### config.mk
export PLATFORM = sky130hd
export DESIGN_NAME = stepper_position_frame_odometer_top
export DESIGN_NICKNAME = d
export VERILOG_FILES = /design/src/hw/rtl/spfo_pkg.sv /design/src/hw/rtl/stepper_position_frame_odometer_top.sv
export SDC_FILE = /design/constraint.sdc
export NUM_CORES = 2
export LEC_CHECK = 0
export ABC_CLOCK_PERIOD_IN_PS = 9900
export CAP_MARGIN = 25
export CORE_MARGIN = 1
export CORE_UTILIZATION = 50
export DETAILED_ROUTE_END_ITERATION = 8
export DONT_BUFFER_PORTS = 1
export GPL_ROUTABILITY_DRIVEN = 0
export PLACE_DENSITY = 0.72
export SLEW_MARGIN = 10
export SYNTH_ARGS = -nofsm -noshare
export SYNTH_HDL_FRONTEND = slang
export SYNTH_SLANG_ARGS = --single-unit
export TNS_END_PERCENT = 20
### constraint.sdc
create_clock -name clk_i -period 9.9 [get_ports clk_i]
set_input_delay 0.99 -clock clk_i [delete_from_list [all_inputs] [get_ports clk_i]]
set_output_delay 0.99 -clock clk_i [all_outputs]
set_load 0.01 [all_outputs]
### src/hw/rtl/spfo_pkg.sv
`default_nettype none
// ----------------------------------------------------------------------------
// Stepper position frame odometer package
// Shared constants, field layout and the pipeline stage record.
// ----------------------------------------------------------------------------
package spfo_pkg;

  // Frame bytes
  localparam logic [7:0] CMD_BYTE = 8'h36;
  localparam logic [7:0] END_BYTE = 8'h6B;

  // Configuration register indexes
  localparam int unsigned CFG_INDEX_W = 4;
  localparam logic [CFG_INDEX_W-1:0] CFG_DEVICE_ADDRESS = 4'd0;
  localparam logic [CFG_INDEX_W-1:0] CFG_CIRCUMFERENCE  = 4'd1;

  localparam logic [7:0]  DEVICE_ADDRESS_RST = 8'd3;
  localparam logic [31:0] CIRCUMFERENCE_RST  = 32'd350011;

  // Motor counts: 65536 per turn, so scaling by 1/turn is a 16-bit shift
  localparam int unsigned TURN_SHIFT = 16;
  localparam logic signed [33:0] TURN_COUNTS = 34'sd65536;
  localparam logic signed [33:0] HALF_TURN   = 34'sd32768;

  // Length limits of the 37-bit signed per-frame length
  localparam logic [49:0] LEN_POS_MAX = 50'h0_000F_FFFF_FFFF;
  localparam logic [49:0] LEN_NEG_MAX = 50'h0_0010_0000_0000;

  // Result tdata layout, lowest bit first
  localparam int unsigned POS_W   = 33;
  localparam int unsigned DELTA_W = 34;
  localparam int unsigned DLEN_W  = 37;
  localparam int unsigned TOTAL_W = 48;
  localparam int unsigned POS_LSB   = 0;
  localparam int unsigned DELTA_LSB = POS_LSB + POS_W;
  localparam int unsigned DLEN_LSB  = DELTA_LSB + DELTA_W;
  localparam int unsigned TOTAL_LSB = DLEN_LSB + DLEN_W;
  localparam int unsigned RES_W     = TOTAL_LSB + TOTAL_W;

  // Arithmetic pipeline depth behind the frame parser
  localparam int unsigned NUM_STAGES = 7;

  typedef struct packed {
    logic signed [32:0] pos;
    logic               base;
    logic signed [32:0] prev;
    logic signed [33:0] delta;
    logic               neg;
    logic        [33:0] mag;
    logic        [48:0] p_lo;
    logic        [48:0] p_hi;
    logic        [49:0] scaled;
    logic signed [36:0] dlen;
  } stage_t;

endpackage
`default_nettype wire

### src/hw/rtl/stepper_position_frame_odometer_top.sv
`default_nettype none
// ----------------------------------------------------------------------------
// Stepper position frame odometer
// Parses position replies from a stepper driver out of a UART byte stream and
// turns each good frame into position, wrap-corrected delta, travelled length
// and a running distance total.
// ----------------------------------------------------------------------------
//
//  channel   | direction | handshake                    | payload
//  ----------+-----------+------------------------------+-------------------------
//  s_axis    | in        | s_axis_tvalid/s_axis_tready  | tdata[7:0] rx_byte
//  m_axis    | out       | m_axis_tvalid/m_axis_tready  | tdata 152b, tuser baseline
//  cfg       | in        | cfg_valid_i/cfg_ready_o      | cfg_index_i, cfg_data_i
//
//  One byte per cycle while s_axis_tready is high. After its end byte is taken,
//  a frame passes the intake, delta, wrap, magnitude, partial product, sum and
//  saturation stages, then the output register, which adds the total. Frames
//  are 8 bytes. Reset clears parser, baseline, total and valids. A held result
//  fills the stages; s_axis_tready drops only when an end byte meets a full
//  first stage. Config always accepts.
//
module stepper_position_frame_odometer_top #(
  parameter int unsigned DISTANCE_WIDTH = 48
) (
  input  wire logic                                    clk_i,
  input  wire logic                                    rst_ni,
  // request stream in: tdata = {rx_byte[7:0]}
  input  wire logic                                    s_axis_tvalid,
  output logic                                         s_axis_tready,
  input  wire logic [7:0]                              s_axis_tdata,
  // result stream out
  output logic                                         m_axis_tvalid,
  input  wire logic                                    m_axis_tready,
  // tdata, lowest bit up: position_counts[32:0], delta_counts[66:33],
  //   delta_length_q16[103:67], total_distance_q16[151:104]
  output logic [spfo_pkg::RES_W-1:0]                   m_axis_tdata,
  // tuser: is_baseline
  output logic                                         m_axis_tuser,
  // configuration writes
  input  wire logic                                    cfg_valid_i,
  output logic                                         cfg_ready_o,
  input  wire logic [spfo_pkg::CFG_INDEX_W-1:0]        cfg_index_i,
  input  wire logic [31:0]                             cfg_data_i
);

  localparam int unsigned NS = spfo_pkg::NUM_STAGES;

  // Byte positions within a frame
  localparam logic [2:0] IDX_ADDR  = 3'd0;
  localparam logic [2:0] IDX_CMD   = 3'd1;
  localparam logic [2:0] IDX_SIGN  = 3'd2;
  localparam logic [2:0] IDX_MAG0  = 3'd3;
  localparam logic [2:0] IDX_MAG3  = 3'd6;
  localparam logic [2:0] IDX_END   = 3'd7;

  // Configuration
  logic [7:0]  dev_addr_q;
  logic [31:0] circ_q;

  // Parser
  logic [2:0]  byte_idx_q, byte_idx_d;
  logic        sign_nz_q;
  logic [31:0] raw_q;
  logic        s_acc;
  logic        frame_done;
  logic signed [32:0] pos_now;

  // Odometer state
  logic                      have_base_q;
  logic signed [32:0]        last_pos_q;
  logic [DISTANCE_WIDTH-1:0] total_q, total_d;
  logic signed [63:0]        total_ext;

  // Pipeline
  spfo_pkg::stage_t st_q [1:NS];
  spfo_pkg::stage_t nxt  [1:NS];
  logic [NS:1]   v_q;
  logic [NS+1:1] rdy;
  logic          o_valid_q;
  logic          o_load;
  logic [spfo_pkg::RES_W-1:0] o_data_q;
  logic          o_user_q;
  logic [65:0]   prod_sum;
  logic [49:0]   sat_mag;

  assign cfg_ready_o   = 1'b1;
  assign s_acc         = s_axis_tvalid && s_axis_tready;
  assign s_axis_tready = (byte_idx_q != IDX_END) || rdy[1];
  assign frame_done    = s_acc && (byte_idx_q == IDX_END) &&
                         (s_axis_tdata == spfo_pkg::END_BYTE);

  // Sign-magnitude to two's complement; negative zero lands on zero
  assign pos_now = sign_nz_q ? (33'sd0 - signed'({1'b0, raw_q}))
                             : signed'({1'b0, raw_q});

  // Stage ready chain: a stage loads when empty or when it drains forward
  always_comb begin
    rdy[NS+1] = !o_valid_q || m_axis_tready;
    for (int k = NS; k >= 1; k--) begin
      rdy[k] = !v_q[k] || rdy[k+1];
    end
  end
  assign o_load = rdy[NS+1] && v_q[NS];

  // Parser next index
  always_comb begin
    byte_idx_d = byte_idx_q;
    unique case (byte_idx_q) inside
      IDX_ADDR: begin
        if (s_axis_tdata == dev_addr_q) byte_idx_d = IDX_CMD;
      end
      IDX_CMD: begin
        // a wrong command byte drops the frame without being retried as address
        byte_idx_d = (s_axis_tdata == spfo_pkg::CMD_BYTE) ? IDX_SIGN : IDX_ADDR;
      end
      IDX_SIGN, [IDX_MAG0:IDX_MAG3]: begin
        byte_idx_d = byte_idx_q + 3'd1;
      end
      default: begin
        byte_idx_d = IDX_ADDR;
      end
    endcase
  end

  // Stage work
  always_comb begin
    // intake: position, baseline flag and the previous position
    nxt[1]      = '0;
    nxt[1].pos  = pos_now;
    nxt[1].base = !have_base_q;
    nxt[1].prev = last_pos_q;

    // raw change; baseline frames carry zero through the rest
    nxt[2] = st_q[1];
    nxt[2].delta = st_q[1].base ? 34'sd0
                 : (34'(st_q[1].pos) - 34'(st_q[1].prev));

    // one wrap correction at half a turn
    nxt[3] = st_q[2];
    if (st_q[2].delta > spfo_pkg::HALF_TURN) begin
      nxt[3].delta = st_q[2].delta - spfo_pkg::TURN_COUNTS;
    end else if (st_q[2].delta < -spfo_pkg::HALF_TURN) begin
      nxt[3].delta = st_q[2].delta + spfo_pkg::TURN_COUNTS;
    end

    // magnitude and sign
    nxt[4]     = st_q[3];
    nxt[4].neg = st_q[3].delta[33];
    nxt[4].mag = st_q[3].delta[33] ? 34'(-st_q[3].delta) : 34'(st_q[3].delta);

    // partial products of magnitude times circumference
    nxt[5]      = st_q[4];
    nxt[5].p_lo = 49'(st_q[4].mag[16:0]) * 49'(circ_q);
    nxt[5].p_hi = 49'(st_q[4].mag[33:17]) * 49'(circ_q);

    // sum and drop the per-turn divisor bits (truncation)
    nxt[6]        = st_q[5];
    prod_sum      = {st_q[5].p_hi, 17'b0} + 66'(st_q[5].p_lo);
    nxt[6].scaled = prod_sum[65:spfo_pkg::TURN_SHIFT];

    // saturate into the 37-bit signed range and apply sign
    nxt[7] = st_q[6];
    if (st_q[6].neg) begin
      sat_mag = (st_q[6].scaled > spfo_pkg::LEN_NEG_MAX) ? spfo_pkg::LEN_NEG_MAX
                                                         : st_q[6].scaled;
      nxt[7].dlen = 37'sd0 - signed'(sat_mag[36:0]);
    end else begin
      sat_mag = (st_q[6].scaled > spfo_pkg::LEN_POS_MAX) ? spfo_pkg::LEN_POS_MAX
                                                         : st_q[6].scaled;
      nxt[7].dlen = signed'({1'b0, sat_mag[35:0]});
    end
  end

  // Running total, wrapped in DISTANCE_WIDTH bits
  assign total_d   = total_q + DISTANCE_WIDTH'(signed'(st_q[NS].dlen));
  assign total_ext = 64'(signed'(total_d));

  // Control state
  always_ff @(posedge clk_i or negedge rst_ni) begin
    if (!rst_ni) begin
      dev_addr_q  <= spfo_pkg::DEVICE_ADDRESS_RST;
      circ_q      <= spfo_pkg::CIRCUMFERENCE_RST;
      byte_idx_q  <= IDX_ADDR;
      sign_nz_q   <= 1'b0;
      have_base_q <= 1'b0;
      last_pos_q  <= '0;
      total_q     <= '0;
      v_q         <= '0;
      o_valid_q   <= 1'b0;
    end else begin
      if (cfg_valid_i) begin
        unique case (cfg_index_i)
          spfo_pkg::CFG_DEVICE_ADDRESS: dev_addr_q <= cfg_data_i[7:0];
          spfo_pkg::CFG_CIRCUMFERENCE:  circ_q     <= cfg_data_i;
          default: ;
        endcase
      end
      if (s_acc) begin
        byte_idx_q <= byte_idx_d;
        if (byte_idx_q == IDX_SIGN) sign_nz_q <= (s_axis_tdata != 8'd0);
      end
      if (frame_done) begin
        have_base_q <= 1'b1;
        last_pos_q  <= pos_now;
      end
      if (rdy[1]) v_q[1] <= frame_done;
      for (int k = 2; k <= NS; k++) begin
        if (rdy[k]) v_q[k] <= v_q[k-1];
      end
      if (rdy[NS+1]) o_valid_q <= v_q[NS];
      if (o_load) total_q <= total_d;
    end
  end

  // Payload registers
  always_ff @(posedge clk_i) begin
    if (s_acc && (byte_idx_q >= IDX_MAG0) && (byte_idx_q <= IDX_MAG3)) begin
      raw_q <= {raw_q[23:0], s_axis_tdata};
    end
    for (int k = 1; k <= NS; k++) begin
      if (rdy[k]) st_q[k] <= nxt[k];
    end
    if (o_load) begin
      o_data_q <= {total_ext[spfo_pkg::TOTAL_W-1:0], st_q[NS].dlen,
                   st_q[NS].delta, st_q[NS].pos};
      o_user_q <= st_q[NS].base;
    end
  end

  assign m_axis_tvalid = o_valid_q;
  assign m_axis_tdata  = o_data_q;
  assign m_axis_tuser  = o_user_q;

endmodule
`default_nettype wire

==> Yosys cells after proc, flatten, opt, wreduce, memory -nomap -nowiden <==
Memories as Yosys holds them, arrays and structs flattened.
Cells that the tools add are included.
{ "op_classes": {"add_sub_neg": 9, "multipliers": 2, "order_cmp": 6, "eq_ne": 9, "muxes": 25, "n_reduce_logical": 33} }
{ "ops": {"columns": ["cell", "n"], "rows": [
  ["$mux 34", 4],
  ["$mul 17x32->49", 2],
  ["$mux 37", 2],
  ["$add 66x49->66", 1],
  ["$gt 50x36->1 const B", 1],
  ["$gt 50x37->1 const B", 1],
  ["$add 48x48->48", 1],
  ["$sub 1x37->37 const A", 1],
  ["$mux 36", 1],
  ["$add 34x18->34 const B", 1],
  ["$gt 34x17->1 const B", 1],
  ["$lt 34x16->1 const B", 1],
  ["$neg 34->34", 1],
  ["$sub 33x33->34", 1],
  ["$sub 34x18->34 const B", 1],
  ["$mux 33", 1],
  ["$sub 1x32->33 const A", 1],
  ["$mux 1", 14],
  ["$logic_not 1->1", 9],
  ["$logic_or 1x1->1", 9],
  ["$pmux 3 s3", 1],
  ["$eq 8x6->1 const B", 1],
  ["$eq 8x7->1 const B", 1],
  ["$eq 8x8->1", 1],
  ["17 further kinds", 26]
]} }
{ "totals": {"regBits": 319, "ram_bits": 2247, "in_bits": 49, "word_cells": 103, "n_memories": 1} }
{ "mem_list": {"columns": ["name", "depth", "width", "rd", "rd_ports_with_merged_regs", "wr", "line_no", "rtl"], "rows": [
  ["st_q", 7, 321, 7, 0, 7, "stepper_position_frame_odometer_top.sv:75", "spfo_pkg::stage_t st_q [1:NS];"]
]} }

==> Longest topological paths before layout <==
{ "depth": {"word_depth": 13, "mapped_depth": 27, "ltp_nobuf": 25} }

==> Worst setup path before layout <==
Ideal clock, no wire load.
{ "synth_path": {"path_kind": "register to register", "startpoint": "reg circ_q[8]", "endpoint": "reg, netlist name st_q[0][1734]", "setup_ns": 0.260, "arrival_ns": 6.795, "required_ns": 9.640, "path_slack_ns": 2.845, "stages_incl_launch_ff": 26, "cell_sequence": "dfstp_2 -> clkbuf_1 -> clkbuf_1 -> nand2_1 -> fa_1 -> inv_1 -> fa_1 -> fa_1 -> fa_1 -> fa_1 -> inv_1 -> fa_1 -> inv_1 -> ha_1 -> clkbuf_1 -> a21o_1 -> a21o_1 -> a221oi_1 -> o31a_1 -> a21oi_1 -> nor4_1 -> o2111ai_1 -> a41oi_1 -> o21bai_1 -> a21oi_1 -> xnor2_1"} }
{ "synth_rtl": {"columns": ["element", "line_no", "rtl"], "rows": [
  ["start: declaration", "stepper_position_frame_odometer_top.sv:58", "logic [31:0] circ_q;"],
  ["start signal: assignment", "stepper_position_frame_odometer_top.sv:182", "circ_q <= spfo_pkg::CIRCUMFERENCE_RST;"],
  ["start signal: assignment", "stepper_position_frame_odometer_top.sv:194", "spfo_pkg::CFG_CIRCUMFERENCE: circ_q <= cfg_data_i;"]
]} }

==> qor.yml <==
synthesis:
  number_of_distinct_standard_cells_referenced_by_the_synthesized_netlist: 80
  postSynthRegisterBits: 996
  gate_count_post_synth: 6656
  yosysTopAreaCellShare_pct: 34.9
  async_flop_share_pct: 13.5
  syn_area_sq_mm: 0.0742
  netlist_top_cells_area: "sky130_fd_sc_hd__edfxtp_1 35%, sky130_fd_sc_hd__fa_1 24%, sky130_fd_sc_hd__ha_1 6.2%, sky130_fd_sc_hd__inv_1 5.7%, sky130_fd_sc_hd__nand2_1 4.8%"
  synth-edff-count: 862
  synth.net_count: 7972
  syn-mean-instance-area_sq_um: 11.1
  library_cell_with_the_largest_summed_area_after_synthesis: "sky130_fd_sc_hd__edfxtp_1"
  synth_top_flop_cell: "sky130_fd_sc_hd__edfxtp_1"
  yosysSeqAreaShare_pct: 39.4
  ys.warnings.count: 0
clocking:
  cts_buffer_depth: 3
  cts.repair.resized: 0
  cts.sinks: 996
  tritoncts.num_buffers: 99
  path_clk_slew_ns: 0.07
  root_buffer: "sky130_fd_sc_hd__clkbuf_16"
  clock_insertion_delay_worst_skew_ns: 0.76
  cts_tree: "done"
  clock_tree.htree_level_count: 3
setup_path:
  worst-endpoint-arrival_ns: 8.62
  path_delay_family: "adder cells"
  crit_top_cell: "sky130_fd_sc_hd__fa_1"
  critical_path_cell_by_cell: "and2_1 -> fa_1 -> inv_1 -> fa_1 -> fa_1 -> inv_1 -> fa_1 -> fa_1 -> inv_1 -> fa_1 -> inv_1 -> ha_1 -> and3_1 -> and2_1 -> a221oi_1 -> o31a_1 -> a21oi_1 -> nor4_1 -> o2111ai_1 -> a41oi_1 -> o21bai_1 -> a21oi_1 -> xnor2_1"
  cpPeakStageDelay_ns: 1.06
  crit_buf_inv: 4
  cp.required_ns: 10.32
  r2r_slack_ns: 1.71
  critPathMaxFanout: 35
  criticalPathCategory: "reg -> reg"
  critical_path_sink_type: "flop"
  cp-start-kind: "flop"
  timing.critical_path.slowest_stage_cell: "sky130_fd_sc_hd__dfstp_2"
timing:
  finalMaxSlewViolations: 0
  timing.clock.skew_ns: 0.0859
  grt_setup_unrepaired: "false"
  min_period_over_period_pct: 82.8
  timing_hold_violations_final: 0
  worst_case_headroom_to_the_max_slew_limit_pct: 27.2
  holdWs_ns: 0.112
  setup_viol: 0
  tns_ns: 0
  tightest_slew_ns: 1.09
  period_minus_slack_ns: 8.19
  max_freq_mhz: 122
detailed_routing:
  route.antenna.remaining_nets: 0
  detail_route.wirelength_mm: 176
  drt_first_iter_violations: 3827
  dr_total_vias: 47600
  routed_via_density: 5.56
  routed_wire_length_per_instance_microns: 20.6
  drt_pass1_iterations: 6
  drc_errors: 0
grt:
  first_global_vias: 49600
  antenna_found_initial: 17
  grt_use_total_pct: 23.9
  grt-ovfl-total: 0
  grt_first_pass_wirelength_mm: 278
  grt_start_max_net_pins: 132
final_layout:
  fin_util_pct: 54.4
  finish.net_count: 7870
  drive_above_1_share_pct: 5.83
  fillCellCount: 12100
  area_growth_pct: 7.44
floorplan:
  fp.dieW_microns: 387
  die-area_sq_mm: 0.150
  die_span_y_microns: 387
  initial_core_util_pct: 50.7
  floorplan.rows: 140
  boundaryPins: 205
  design.core.area_sq_mm: 0.146
job:
  cap_viol_max_count: 0
placement:
  place.port_buffers: 0
  detailedPlacementHpwl_mm: 132
run_status:
  run_status: "complete, no violations"
worst_hold_path:
  min_path_type: "in -> async"
==> cells in the final DEF (no fill, tap or decap), types with 26 or more instances in the layout <==
cell type                   count
sky130_fd_sc_hd__nand2b_1      36
sky130_fd_sc_hd__ha_1         368
sky130_fd_sc_hd__nand4_1       36
sky130_fd_sc_hd__or3_1         35
sky130_fd_sc_hd__o21bai_1      26
sky130_fd_sc_hd__edfxtp_1     862
sky130_fd_sc_hd__nor3_1        53
sky130_fd_sc_hd__buf_4         79
sky130_fd_sc_hd__a21o_1       100
sky130_fd_sc_hd__o21a_1        27
sky130_fd_sc_hd__nand3_1       35
sky130_fd_sc_hd__fa_1         899
sky130_fd_sc_hd__mux2_2        85
sky130_fd_sc_hd__a31oi_1       30
sky130_fd_sc_hd__nor2b_1       34
sky130_fd_sc_hd__o21ai_0      152
sky130_fd_sc_hd__nor2_1       185
sky130_fd_sc_hd__clkbuf_16    101
sky130_fd_sc_hd__and2_1       427
sky130_fd_sc_hd__nand2_1      937
sky130_fd_sc_hd__dfrtp_1      115
sky130_fd_sc_hd__xor2_1        73
sky130_fd_sc_hd__a21oi_1      209
sky130_fd_sc_hd__inv_1       1130
sky130_fd_sc_hd__and3_1        31
sky130_fd_sc_hd__xnor2_1      205
==> synthesized netlist by cell type (34+ instances only) <==
cell,instances
sky130_fd_sc_hd__a21oi_1,209
sky130_fd_sc_hd__fa_1,899
sky130_fd_sc_hd__nand4_1,36
sky130_fd_sc_hd__nor2_1,186
sky130_fd_sc_hd__a21o_1,100
sky130_fd_sc_hd__o21ai_0,152
sky130_fd_sc_hd__dfrtp_1,120
sky130_fd_sc_hd__inv_1,1134
sky130_fd_sc_hd__nand2_1,940
sky130_fd_sc_hd__ha_1,368
sky130_fd_sc_hd__mux2_2,85
sky130_fd_sc_hd__nand3_1,36
sky130_fd_sc_hd__nand2b_1,36
sky130_fd_sc_hd__xnor2_1,205
sky130_fd_sc_hd__clkbuf_1,281
sky130_fd_sc_hd__or3_1,35
sky130_fd_sc_hd__edfxtp_1,862
sky130_fd_sc_hd__and2_1,427
sky130_fd_sc_hd__nor2b_1,34
sky130_fd_sc_hd__nor3_1,53
sky130_fd_sc_hd__xor2_1,73
==> stage by stage <==
step | cell area [sq um] | worst slack [ns] | std cells
final | 79700 | 1.71 | 8557
after global routing | 79700 | 1.34 | 8557
after CTS | 79500 | 1.56 | 8548
after detailed placement | 76200 | 1.64 | 8362
after global placement | 76100 | 1.71 | 8359
after floorplan | 74200 | 2.85 | 6656
==> layer usage <==
metal / GRT usage (%) / part of all wire [%] / vias to the layer above
met5: 0 / 0.078 / -
met4: 8.69 / 3.6 / 22
met3: 6.69 / 10 / 432
met2: 38.1 / 46 / 2170
met1: 31.1 / 40 / 23800
li1: - / - / 21200
==> flip-flops by register name, indices dropped and copies added (netlist names) <==
register / count
sign_nz_q: 1
v_q: 7
byte_idx_q: 3
m_axis_tvalid: 1
last_pos_q: 33
raw_q: 32
circ_q: 32
have_base_q: 1
m_axis_tdata: 152
st_q: 677
total_q: 48
dev_addr_q: 8
m_axis_tuser: 1
==> timing repair <==
| item | CTS | global route |
|---|---|---|
| setup buffers | 0 | 0 |
| hold buffers | 1 | 0 |
| hold endpoints to repair | 120 | 0 |
==> cell families (layout without fill, tap and decap cells) <==
| group | after synthesis | count (layout) | share of synthesized area [%] |
|---|---|---|---|
| flip-flops | 996 | 996 | 39.4 |
| AO/OA/AOI/OAI | 709 | 709 | 6.11 |
| buffers and inverters | 1427 | 1409 | 7.25 |
| other | 1 | 3 | 0.00505 |
| AND/OR/NAND/NOR | 1892 | 1892 | 12.1 |
| multiplexers | 86 | 86 | 1.31 |
| XOR/XNOR | 278 | 278 | 3.28 |
| adder cells (fa/ha/maj) | 1267 | 1267 | 30.5 |
==> path summary, 6_finish.rpt <==
check | start | end | cells after the start
setup / recovery | circ_q[12] | st_q[0][1734] | 23
hold / removal | rst_ni | circ_q[0] | 0
setup reg to reg | circ_q[12] | st_q[0][1734] | 23
hold reg to reg | st_q[0][2471] | m_axis_tdata[37] | 0
max in group asynchronous | rst_ni | total_q[41] | 1
min in group clk_i | s_axis_tdata[3] | raw_q[3] | 0
==> final cells by class <==
class / instances / area (sq um) / area share, %
diodes: 2 / 5.00 / 0.00628
repair buffers: 90 / 827 / 1.04
flip-flops and latches: 996 / 29300 / 36.7
inverters: 1134 / 4270 / 5.36
clock inverters: 61 / 744 / 0.934
well taps: 1917 / 2400 / 3.01
multi-input cells: 4233 / 39600 / 49.7
clock buffers: 124 / 2610 / 3.28
Power is not shown: default switching activity piles up to over one toggle a cycle in this logic, so the estimate is an artifact.
